===== src/hw/rtl/cdeq_pkg.sv =====
// Shared types and codes for the circular deque block.
// No dependencies; imported by the control, store and top-level modules.
`timescale 1ns / 1ps
`default_nettype none

package cdeq_pkg;

    // operation codes carried in the input beat
    localparam logic [2:0] OP_PUSH_FRONT = 3'd0;
    localparam logic [2:0] OP_PUSH_BACK  = 3'd1;
    localparam logic [2:0] OP_POP_FRONT  = 3'd2;
    localparam logic [2:0] OP_POP_BACK   = 3'd3;
    localparam logic [2:0] OP_RD_FRONT   = 3'd4;
    localparam logic [2:0] OP_RD_BACK    = 3'd5;
    localparam logic [2:0] OP_RD_INDEX   = 3'd6;
    localparam logic [2:0] OP_CLEAR      = 3'd7;

    // result status codes
    localparam logic [1:0] ST_OK    = 2'd0;
    localparam logic [1:0] ST_FULL  = 2'd1;
    localparam logic [1:0] ST_EMPTY = 2'd2;
    localparam logic [1:0] ST_RANGE = 2'd3;

    localparam int ID_W      = 32;
    localparam int NAME_LO_W = 64;
    localparam int NAME_HI_W = 16;
    localparam int ENTRY_W   = ID_W + NAME_LO_W + NAME_HI_W;
    localparam int FILL_W    = 5;
    localparam int TDATA_W   = 120;

    // per-beat result info from the pointer logic
    typedef struct packed {
        logic              have_read;
        logic [FILL_W-1:0] fill_count;
        logic [1:0]        status;
    } t_deq_meta;

endpackage

`default_nettype wire


===== src/hw/rtl/cdeq_ctrl.sv =====
// Head pointer and occupancy of the ring; decodes each operation into store
// write/read addresses and the result status. Uses cdeq_pkg.
`timescale 1ns / 1ps
`default_nettype none

module cdeq_ctrl #(
    parameter int DEPTH = 16,
    parameter int PTR_W = 4,
    parameter int CNT_W = 5
) (
    input  wire logic                i_clk,
    input  wire logic                i_rst_n,
    input  wire logic                i_accept,
    input  wire logic [2:0]          i_op,
    input  wire logic [3:0]          i_position,
    output logic                     o_wr_en,
    output logic [PTR_W-1:0]         o_wr_addr,
    output logic [PTR_W-1:0]         o_rd_addr,
    output cdeq_pkg::t_deq_meta      o_meta
);
    import cdeq_pkg::*;

    localparam int CMP_W = (CNT_W > 4) ? CNT_W : 4;

    logic [PTR_W-1:0] r_head, n_head;
    logic [CNT_W-1:0] r_occ, n_occ;

    logic             full, empty;
    logic [CNT_W-1:0] occ_m1;
    logic [PTR_W-1:0] head_dec, head_inc, back_slot, last_slot, pos_slot;
    logic             pos_beyond;

    // (a + b) mod DEPTH for a, b < DEPTH
    function automatic logic [PTR_W-1:0] ring_add(input logic [PTR_W-1:0] a,
                                                  input logic [PTR_W-1:0] b);
        logic [PTR_W:0] s;
        s = {1'b0, a} + {1'b0, b};
        if (s >= (PTR_W + 1)'(DEPTH)) begin
            s = s - (PTR_W + 1)'(DEPTH);
        end
        return s[PTR_W-1:0];
    endfunction

    assign full       = (r_occ == CNT_W'(DEPTH));
    assign empty      = (r_occ == '0);
    assign occ_m1     = r_occ - CNT_W'(1);
    assign head_dec   = (r_head == '0) ? PTR_W'(DEPTH - 1) : r_head - PTR_W'(1);
    assign head_inc   = ring_add(r_head, PTR_W'(1));
    assign back_slot  = ring_add(r_head, r_occ[PTR_W-1:0]);
    assign last_slot  = ring_add(r_head, occ_m1[PTR_W-1:0]);
    assign pos_slot   = ring_add(r_head, PTR_W'(i_position));
    assign pos_beyond = (CMP_W'(i_position) >= CMP_W'(r_occ));

    always_comb begin
        n_head           = r_head;
        n_occ            = r_occ;
        o_wr_en          = 1'b0;
        o_wr_addr        = back_slot;
        o_rd_addr        = r_head;
        o_meta.have_read = 1'b0;
        o_meta.status    = ST_OK;
        unique case (i_op)
            OP_PUSH_FRONT: begin
                if (full) begin
                    o_meta.status = ST_FULL;
                end else begin
                    n_head    = head_dec;
                    n_occ     = r_occ + CNT_W'(1);
                    o_wr_en   = 1'b1;
                    o_wr_addr = head_dec;
                end
            end
            OP_PUSH_BACK: begin
                if (full) begin
                    o_meta.status = ST_FULL;
                end else begin
                    n_occ   = r_occ + CNT_W'(1);
                    o_wr_en = 1'b1;
                end
            end
            OP_POP_FRONT: begin
                if (empty) begin
                    o_meta.status = ST_EMPTY;
                end else begin
                    n_head = head_inc;
                    n_occ  = occ_m1;
                end
            end
            OP_POP_BACK: begin
                if (empty) begin
                    o_meta.status = ST_EMPTY;
                end else begin
                    n_occ = occ_m1;
                end
            end
            OP_RD_FRONT: begin
                if (empty) begin
                    o_meta.status = ST_EMPTY;
                end else begin
                    o_meta.have_read = 1'b1;
                end
            end
            OP_RD_BACK: begin
                if (empty) begin
                    o_meta.status = ST_EMPTY;
                end else begin
                    o_rd_addr        = last_slot;
                    o_meta.have_read = 1'b1;
                end
            end
            OP_RD_INDEX: begin
                if (empty) begin
                    o_meta.status = ST_EMPTY;
                end else if (pos_beyond) begin
                    o_meta.status = ST_RANGE;
                end else begin
                    o_rd_addr        = pos_slot;
                    o_meta.have_read = 1'b1;
                end
            end
            OP_CLEAR: begin
                n_head = '0;
                n_occ  = '0;
            end
            default: begin
                n_head = r_head;
            end
        endcase
        // count after the operation, low bits only
        o_meta.fill_count = FILL_W'(n_occ);
    end

    always_ff @(posedge i_clk) begin
        if (!i_rst_n) begin
            r_head <= '0;
            r_occ  <= '0;
        end else if (i_accept) begin
            r_head <= n_head;
            r_occ  <= n_occ;
        end
    end

endmodule

`default_nettype wire


===== src/hw/rtl/cdeq_store.sv =====
// Entry store of the ring: one write port, one read port, registered read data.
// Uses cdeq_pkg for the entry width.
`timescale 1ns / 1ps
`default_nettype none

module cdeq_store #(
    parameter int DEPTH = 16,
    parameter int PTR_W = 4
) (
    input  wire logic                          i_clk,
    input  wire logic                          i_wr_en,
    input  wire logic [PTR_W-1:0]              i_wr_addr,
    input  wire logic [cdeq_pkg::ENTRY_W-1:0]  i_wr_data,
    input  wire logic                          i_rd_en,
    input  wire logic [PTR_W-1:0]              i_rd_addr,
    output logic      [cdeq_pkg::ENTRY_W-1:0]  o_rd_data
);
    import cdeq_pkg::*;

    logic [ENTRY_W-1:0] r_mem [DEPTH];

    always_ff @(posedge i_clk) begin
        if (i_wr_en) begin
            r_mem[i_wr_addr] <= i_wr_data;
        end
    end

    always_ff @(posedge i_clk) begin
        if (i_rd_en) begin
            o_rd_data <= r_mem[i_rd_addr];
        end
    end

endmodule

`default_nettype wire


===== src/hw/rtl/circular_deque.sv =====
// Circular deque: a beat enters stage 1 with its registered store read, then
// the output register. One operation per cycle while output ready is
// high; one access per port per cycle. Input ready follows it combinationally.
// Reset (synchronous, active low) empties the queue: head and count to zero;
// stored entries are left as they are and are never read before written.
`timescale 1ns / 1ps
`default_nettype none

module circular_deque #(
    parameter int DEPTH = 16
) (
    input  wire logic         i_clk,
    input  wire logic         i_rst_n,
    input  wire logic         i_s_axis_tvalid,
    output logic              o_s_axis_tready,
    // op[2:0], entry_id[34:3], entry_name_low[98:35], entry_name_high[114:99],
    // position[118:115], zero pad[119]
    input  wire logic [119:0] i_s_axis_tdata,
    output logic              o_m_axis_tvalid,
    input  wire logic         i_m_axis_tready,
    // read_id[31:0], read_name_low[95:32], read_name_high[111:96],
    // fill_count[116:112], status[118:117], zero pad[119]
    output logic      [119:0] o_m_axis_tdata
);
    import cdeq_pkg::*;

    localparam int PTR_W = (DEPTH > 1) ? $clog2(DEPTH) : 1;
    localparam int CNT_W = $clog2(DEPTH + 1);

    logic                  accept, advance;
    logic [2:0]            in_op;
    logic [ID_W-1:0]       in_id;
    logic [NAME_LO_W-1:0]  in_name_lo;
    logic [NAME_HI_W-1:0]  in_name_hi;
    logic [3:0]            in_position;

    logic                  wr_en;
    logic [PTR_W-1:0]      wr_addr, rd_addr;
    t_deq_meta             meta;
    logic [ENTRY_W-1:0]    rd_data;

    logic                  r_s1_valid;
    t_deq_meta             r_s1_meta;

    logic                  r_out_valid;
    logic [ID_W-1:0]       r_out_id;
    logic [NAME_LO_W-1:0]  r_out_name_lo;
    logic [NAME_HI_W-1:0]  r_out_name_hi;
    logic [FILL_W-1:0]     r_out_fill;
    logic [1:0]            r_out_status;

    assign in_op       = i_s_axis_tdata[2:0];
    assign in_id       = i_s_axis_tdata[34:3];
    assign in_name_lo  = i_s_axis_tdata[98:35];
    assign in_name_hi  = i_s_axis_tdata[114:99];
    assign in_position = i_s_axis_tdata[118:115];

    // stage 1 moves on when the output register is free or being drained
    assign advance         = r_s1_valid && (!r_out_valid || i_m_axis_tready);
    assign o_s_axis_tready = !r_s1_valid || advance;
    assign accept          = i_s_axis_tvalid && o_s_axis_tready;

    cdeq_ctrl #(
        .DEPTH (DEPTH),
        .PTR_W (PTR_W),
        .CNT_W (CNT_W)
    ) u_ctrl (
        .i_clk      (i_clk),
        .i_rst_n    (i_rst_n),
        .i_accept   (accept),
        .i_op       (in_op),
        .i_position (in_position),
        .o_wr_en    (wr_en),
        .o_wr_addr  (wr_addr),
        .o_rd_addr  (rd_addr),
        .o_meta     (meta)
    );

    cdeq_store #(
        .DEPTH (DEPTH),
        .PTR_W (PTR_W)
    ) u_store (
        .i_clk     (i_clk),
        .i_wr_en   (accept && wr_en),
        .i_wr_addr (wr_addr),
        .i_wr_data ({in_name_hi, in_name_lo, in_id}),
        .i_rd_en   (accept),
        .i_rd_addr (rd_addr),
        .o_rd_data (rd_data)
    );

    always_ff @(posedge i_clk) begin
        if (!i_rst_n) begin
            r_s1_valid <= 1'b0;
        end else if (accept) begin
            r_s1_valid <= 1'b1;
        end else if (advance) begin
            r_s1_valid <= 1'b0;
        end
    end

    always_ff @(posedge i_clk) begin
        if (accept) begin
            r_s1_meta <= meta;
        end
    end

    always_ff @(posedge i_clk) begin
        if (!i_rst_n) begin
            r_out_valid <= 1'b0;
        end else if (advance) begin
            r_out_valid <= 1'b1;
        end else if (i_m_axis_tready) begin
            r_out_valid <= 1'b0;
        end
    end

    // read fields are zero unless the beat actually read an entry
    always_ff @(posedge i_clk) begin
        if (advance) begin
            r_out_id      <= r_s1_meta.have_read ? rd_data[ID_W-1:0] : '0;
            r_out_name_lo <= r_s1_meta.have_read ?
                             rd_data[ID_W +: NAME_LO_W] : '0;
            r_out_name_hi <= r_s1_meta.have_read ?
                             rd_data[ID_W + NAME_LO_W +: NAME_HI_W] : '0;
            r_out_fill    <= r_s1_meta.fill_count;
            r_out_status  <= r_s1_meta.status;
        end
    end

    assign o_m_axis_tvalid = r_out_valid;
    assign o_m_axis_tdata  = {1'b0, r_out_status, r_out_fill, r_out_name_hi,
                              r_out_name_lo, r_out_id};

`ifndef SYNTHESIS
    a_read_only_ok: assert property (@(posedge i_clk) disable iff (!i_rst_n)
        r_s1_valid && r_s1_meta.have_read |-> r_s1_meta.status == ST_OK)
        else $error("read issued with non-ok status");

    a_full_fill: assert property (@(posedge i_clk) disable iff (!i_rst_n)
        r_out_valid && r_out_status == ST_FULL |-> r_out_fill == FILL_W'(DEPTH))
        else $error("push rejected while count below depth");

    a_empty_fill: assert property (@(posedge i_clk) disable iff (!i_rst_n)
        r_out_valid && r_out_status == ST_EMPTY |-> r_out_fill == '0)
        else $error("empty status with nonzero count");

    a_accept_fills: assert property (@(posedge i_clk) disable iff (!i_rst_n)
        accept |=> r_s1_valid)
        else $error("accepted beat lost before stage 1");
`endif

endmodule

`default_nettype wire


===== config.mk =====
export PLATFORM = sky130hd
export DESIGN_NAME = circular_deque
export DESIGN_NICKNAME = d
export VERILOG_FILES = /design/src/hw/rtl/cdeq_pkg.sv /design/src/hw/rtl/cdeq_ctrl.sv /design/src/hw/rtl/cdeq_store.sv /design/src/hw/rtl/circular_deque.sv
export SDC_FILE = /design/constraint.sdc
export NUM_CORES = 2
export LEC_CHECK = 0
export ABC_CLOCK_PERIOD_IN_PS = 9450
export BUFFER_PORTS_ARGS = -buffer_cell sky130_fd_sc_hd__buf_2
export CORE_MARGIN = 10
export CORE_UTILIZATION = 56
export DETAILED_ROUTE_END_ITERATION = 12
export PLACE_DENSITY = 0.76
export SLEW_MARGIN = 40
export SYNTH_ARGS = -nofsm -noshare
export SYNTH_HDL_FRONTEND = slang
export SYNTH_SLANG_ARGS = --single-unit

===== constraint.sdc =====
create_clock -name i_clk -period 9.45 [get_ports i_clk]
set_input_delay 1.4175 -clock i_clk [delete_from_list [all_inputs] [get_ports i_clk]]
set_output_delay 1.4175 -clock i_clk [all_outputs]
set_load 0.03 [all_outputs]

==> report_table.html <==
<table>
<tr><th>Metric</th><th>Value</th></tr>
<tr><th colspan="2">Status</th></tr>
<tr><td>Result of the run</td><td>finished, final reports clean</td></tr>
<tr><th colspan="2">Timing</th></tr>
<tr><td>Count of endpoints failing setup in the final report</td><td>0</td></tr>
<tr><td>Relative slew margins</td><td>a little under two fifths</td></tr>
<tr><td>Number of failing hold endpoints at the final stage</td><td>0</td></tr>
<tr><td>Maximum operating frequency</td><td>between 150 and 200 MHz</td></tr>
<tr><td>RSZ-0062 raised after global routing</td><td>no</td></tr>
<tr><td>Skew final</td><td>about 22 ps</td></tr>
<tr><td>Count of pins over their slew limit</td><td>0</td></tr>
<tr><td>Fin crit period</td><td>roughly 5100 ps</td></tr>
<tr><td>Setup TNS</td><td>0 ps</td></tr>
<tr><td>Share of the clock period used by the worst path</td><td>a little over half</td></tr>
<tr><td>Slew @ Worst Pin</td><td>946 ps</td></tr>
<tr><th colspan="2">Floorplanning</th></tr>
<tr><td>Std-Cell Core Area</td><td>about 0.14 mm²</td></tr>
<tr><td>Horizontal die dimension</td><td>between 300 and 400 µm</td></tr>
<tr><td># IOs</td><td>246</td></tr>
<tr><td>Std cell rows</td><td>135</td></tr>
<tr><td>Die Outline Area</td><td>between 0.15 and 0.2 mm²</td></tr>
<tr><td>Die Ht</td><td>389 µm</td></tr>
<tr><td>Initial Util</td><td>between 50 and 60%</td></tr>
<tr><th colspan="2">Critical path</th></tr>
<tr><td>Type of destination of the critical path</td><td>flop</td></tr>
<tr><td>Worst Setup SP</td><td>u_ctrl.r_occ[2]</td></tr>
<tr><td>Startpoint Class</td><td>flop</td></tr>
<tr><td>CP arrival</td><td>between 5000 and 6000 ps</td></tr>
<tr><td>Critical Path Max Stage Delay</td><td>roughly 690 ps</td></tr>
<tr><td>Worst-path fanout max</td><td>61</td></tr>
<tr><td>FF-to-FF Start</td><td>u_ctrl.r_occ[2]</td></tr>
<tr><td>Category of the most critical setup path</td><td>reg2reg</td></tr>
<tr><td>Slowest stage cell, crit path</td><td>sky130_fd_sc_hd__dfxtp_1</td></tr>
<tr><td>Setup slack on the worst flop-to-flop path</td><td>approximately 4300 ps</td></tr>
<tr><td>List of cells traversed by the critical path</td><td>inv_1 -&gt; ha_1 -&gt; or3b_1 -&gt; a2111oi_1 -&gt; a2bb2oi_2 -&gt; nor3_1 -&gt; or4_4 -&gt; buf_12 -&gt; buf_16 -&gt; mux4_2 -&gt; a22oi_1 -&gt; nand2_1</td></tr>
<tr><td>Required time reported for the critical path endpoint</td><td>approximately 10000 ps</td></tr>
<tr><td>Worst reg2reg path depth</td><td>12</td></tr>
<tr><th colspan="2">Run</th></tr>
<tr><td>Number of max-capacitance violations reported</td><td>0</td></tr>
<tr><th colspan="2">Clock network</th></tr>
<tr><td>Number of levels in the clock H-tree</td><td>4</td></tr>
<tr><td>Number of CTS-inserted buffers</td><td>roughly 190</td></tr>
<tr><td>Insertion delay to the later sink of the worst-skew pair</td><td>approximately 800 ps</td></tr>
<tr><td>Buffer depth of the longest clock path</td><td>3</td></tr>
<tr><td>Post-cts gate resize count</td><td>0</td></tr>
<tr><td>Number of hold buffers added after CTS</td><td>0</td></tr>
<tr><td>Clock-pin slew reported for the worst setup and hold paths after clock tree synthesis</td><td>60 ps</td></tr>
<tr><td>Count of buffers added by post-CTS timing repair for setup</td><td>0</td></tr>
<tr><td>CTS tree</td><td>yes</td></tr>
<tr><td>Num Clock Sinks</td><td>between 2000 and 2500</td></tr>
<tr><td>CTS root buf</td><td>sky130_fd_sc_hd__clkbuf_16</td></tr>
<tr><th colspan="2">Layout</th></tr>
<tr><td>Utilization after layout</td><td>a little under two thirds</td></tr>
<tr><td>Layout cell share with drive strength beyond 1</td><td>around 28%</td></tr>
<tr><td>Number of nets in the layout</td><td>around 3800</td></tr>
<tr><td>Final Instance Count excl. Fillers</td><td>between 5000 and 6000</td></tr>
<tr><td>Layout area overhead</td><td>13.1%</td></tr>
<tr><td>Area of all placed cells without fillers</td><td>about 0.086 mm²</td></tr>
<tr><td>FILL cells</td><td>8625</td></tr>
<tr><td>Top library cells by usage in the layout, fill and taps aside</td><td>sky130_fd_sc_hd__edfxtp_1, sky130_fd_sc_hd__mux4_2, sky130_fd_sc_hd__buf_2</td></tr>
<tr><td>Leading cell type in the layout, fill and taps excluded</td><td>sky130_fd_sc_hd__edfxtp_1</td></tr>
<tr><td>Multi-input logic area</td><td>roughly 0.015 mm²</td></tr>
<tr><td>Footprint of the flip-flops and latches</td><td>around 0.06 mm²</td></tr>
<tr><th colspan="2">Logic synthesis</th></tr>
<tr><td>Synth Instances</td><td>3360</td></tr>
<tr><td>Average cell area after synthesis</td><td>~23 µm²</td></tr>
<tr><td>Asr flop ratio synth</td><td>0%</td></tr>
<tr><td>Sequential share of the synthesized area</td><td>about four fifths</td></tr>
<tr><td>Post-synth EDFFs</td><td>a little over 2000</td></tr>
<tr><td>Number of warnings printed during yosys synthesis</td><td>0</td></tr>
<tr><td>Number of distinct library cell variants in the gate-level netlist after synthesis</td><td>60</td></tr>
<tr><td>Mapped Nets</td><td>roughly 3500</td></tr>
<tr><td>Predominant post-synthesis flop cell</td><td>sky130_fd_sc_hd__edfxtp_1</td></tr>
<tr><td>Synth Register Bits</td><td>2042</td></tr>
<tr><td>Mapped Area</td><td>about 0.076 mm²</td></tr>
<tr><th colspan="2">GRT</th></tr>
<tr><td>Number of global-route vias before repair</td><td>37476</td></tr>
<tr><td>Total gr overflow</td><td>0</td></tr>
<tr><td>GRT Resource Usage Total</td><td>between 20 and 25%</td></tr>
<tr><td>Antenna violations before repair</td><td>between 40 and 50</td></tr>
<tr><td>First-pass GRT wire length</td><td>around 260000 µm</td></tr>
<tr><td>Pin count of the biggest net entering global routing</td><td>120</td></tr>
<tr><th colspan="2">Place</th></tr>
<tr><td>Final weighted congestion in routability-driven placement</td><td>between 0.8 and 0.9</td></tr>
<tr><td>Dpl cell area</td><td>~0.08 mm²</td></tr>
<tr><td>Inst Count DP</td><td>~5300</td></tr>
<tr><td>Hpwl dp</td><td>83800 µm</td></tr>
<tr><td>Port Buffers</td><td>243</td></tr>
<tr><th colspan="2">Hold path</th></tr>
<tr><td>Startpoint of the worst hold path</td><td>r_s1_meta[5]</td></tr>
<tr><td>Worst hold stages</td><td>0</td></tr>
<tr><td>Path type of the worst min-delay path</td><td>reg2reg</td></tr>
<tr><th colspan="2">Power</th></tr>
<tr><td>Power after layout</td><td>19.4 mW</td></tr>
<tr><td>Static Leak</td><td>roughly 28 nW</td></tr>
<tr><td>Maximum vdd ir drop</td><td>approximately 0.16 mV</td></tr>
<tr><td>Cell area power density</td><td>roughly 220 mW/mm²</td></tr>
<tr><th colspan="2">Route</th></tr>
<tr><td>DRC violations left</td><td>0</td></tr>
<tr><td>Violation count after the first detailed-routing iteration</td><td>between 4000 and 5000</td></tr>
<tr><td>Overall routed net length</td><td>approximately 170000 µm</td></tr>
<tr><td>Overall via count from detail_route</td><td>~37000</td></tr>
<tr><td>Drt via density</td><td>around 6.5</td></tr>
<tr><td>Wire length per cell after detailed routing</td><td>about 31 µm</td></tr>
<tr><td>Number of routed nets with antenna violations</td><td>0</td></tr>
<tr><td>Pre-antenna DRT Iters</td><td>6</td></tr>
</table>
==> layout make-up <==
| cell class | count | share of cell area, % |
|---|---|---|
| inverters | 20 | 0.0926 |
| repair buffers | 322 | 2.59 |
| well taps | 1781 | 2.58 |
| clock inverters | 124 | 1.20 |
| multi-input cells | 1123 | 16.8 |
| diodes | 15 | 0.0434 |
| flip-flops and latches | 2042 | 70.8 |
| clock buffers | 234 | 5.86 |
==> through the flow <==
step                setup WS [ps]  hold WS, ps
global placement             3550          402
finish                       4320          416
detailed placement           3690          405
global route                 3920          421
floorplan                    27.4          400
CTS                          4380          419
==> state kept, by name, indices dropped and copies added (netlist names) <==
signal	cells
r_out_name_hi	16
r_s1_valid	1
o_m_axis_tvalid	1
r_out_fill	5
u_ctrl.r_occ	5
r_out_id	32
r_out_name_lo	64
r_s1_meta	8
u_ctrl.r_head	4
u_store.o_rd_data	112
r_out_status	2
u_store.r_mem	1792
==> where the power goes <==
| part | switching, mW | total, mW | internal [mW] |
|---|---|---|---|
| registers | 0.0724 | 10.3 | 10.2 |
| clock network | 3.27 | 7.48 | 4.21 |
| logic | 0.958 | 1.61 | 0.656 |
==> Yosys cell counts (4+ instances only) <==
cell type                  count  area share, %
sky130_fd_sc_hd__a211oi_1      5          0.049
sky130_fd_sc_hd__a21o_1        6          0.059
sky130_fd_sc_hd__a21oi_1      26           0.17
sky130_fd_sc_hd__a22oi_1     225            2.2
sky130_fd_sc_hd__and2_1      112           0.92
sky130_fd_sc_hd__and3_1        4          0.033
sky130_fd_sc_hd__buf_1        21           0.10
sky130_fd_sc_hd__buf_2        31           0.20
sky130_fd_sc_hd__buf_4        19           0.19
sky130_fd_sc_hd__buf_6         4          0.059
sky130_fd_sc_hd__clkbuf_1    100           0.49
sky130_fd_sc_hd__dfxtp_1      11           0.29
sky130_fd_sc_hd__edfxtp_1   2031             80
sky130_fd_sc_hd__ha_1         18           0.29
sky130_fd_sc_hd__inv_1        18          0.088
sky130_fd_sc_hd__mux4_2      448             13
sky130_fd_sc_hd__nand2_1     133           0.65
sky130_fd_sc_hd__nand3_1       6          0.039
sky130_fd_sc_hd__nor2_1       45           0.22
sky130_fd_sc_hd__nor2b_1       4          0.033
sky130_fd_sc_hd__nor3_1       13          0.085
sky130_fd_sc_hd__o21ai_0      14          0.092
sky130_fd_sc_hd__xnor2_1       5          0.057
sky130_fd_sc_hd__xor2_1        5          0.057
==> kinds of logic (layout without fill, tap and decap cells) <==
| family | count (synthesis) | after routing | share of synthesized area [%] |
|---|---|---|---|
| flip-flops | 2042 | 2042 | 80.1 |
| multiplexers | 451 | 451 | 13.2 |
| AND/OR/NAND/NOR | 334 | 334 | 2.16 |
| AO/OA/AOI/OAI | 306 | 306 | 2.90 |
| buffers and inverters | 195 | 700 | 1.14 |
| adder cells (fa/ha/maj) | 21 | 21 | 0.373 |
| XOR/XNOR | 10 | 10 | 0.115 |
| other | 1 | 16 | 0.00491 |
==> per-layer routing <==
layer  part of all wire (%)  track usage [%]  wire, µm
met5                   0.11                0       195
met4                    2.3             6.48      3950
met3                     10             5.50     18100
met2                     49             36.6     85100
met1                     38             31.9     66900
==> critical path: cells and delay by family, from the launching register on <==
family | cells | cell delay [ps]
AOI/OAI and AO/OA | 3 | 990
buffers and inverters | 3 | 980
adders and majority gates | 1 | 250
muxes | 1 | 560
DFF | 1 | 690
and+or+nand+nor | 4 | 1250
==> worst paths after layout <==
| path | to |
|---|---|
| max reg2reg | u_store.o_rd_data[97] |
| min reg2reg | r_out_fill[3] |
| max | u_store.o_rd_data[97] |
| min | r_out_fill[3] |
(Power assumes the default switching activity.)
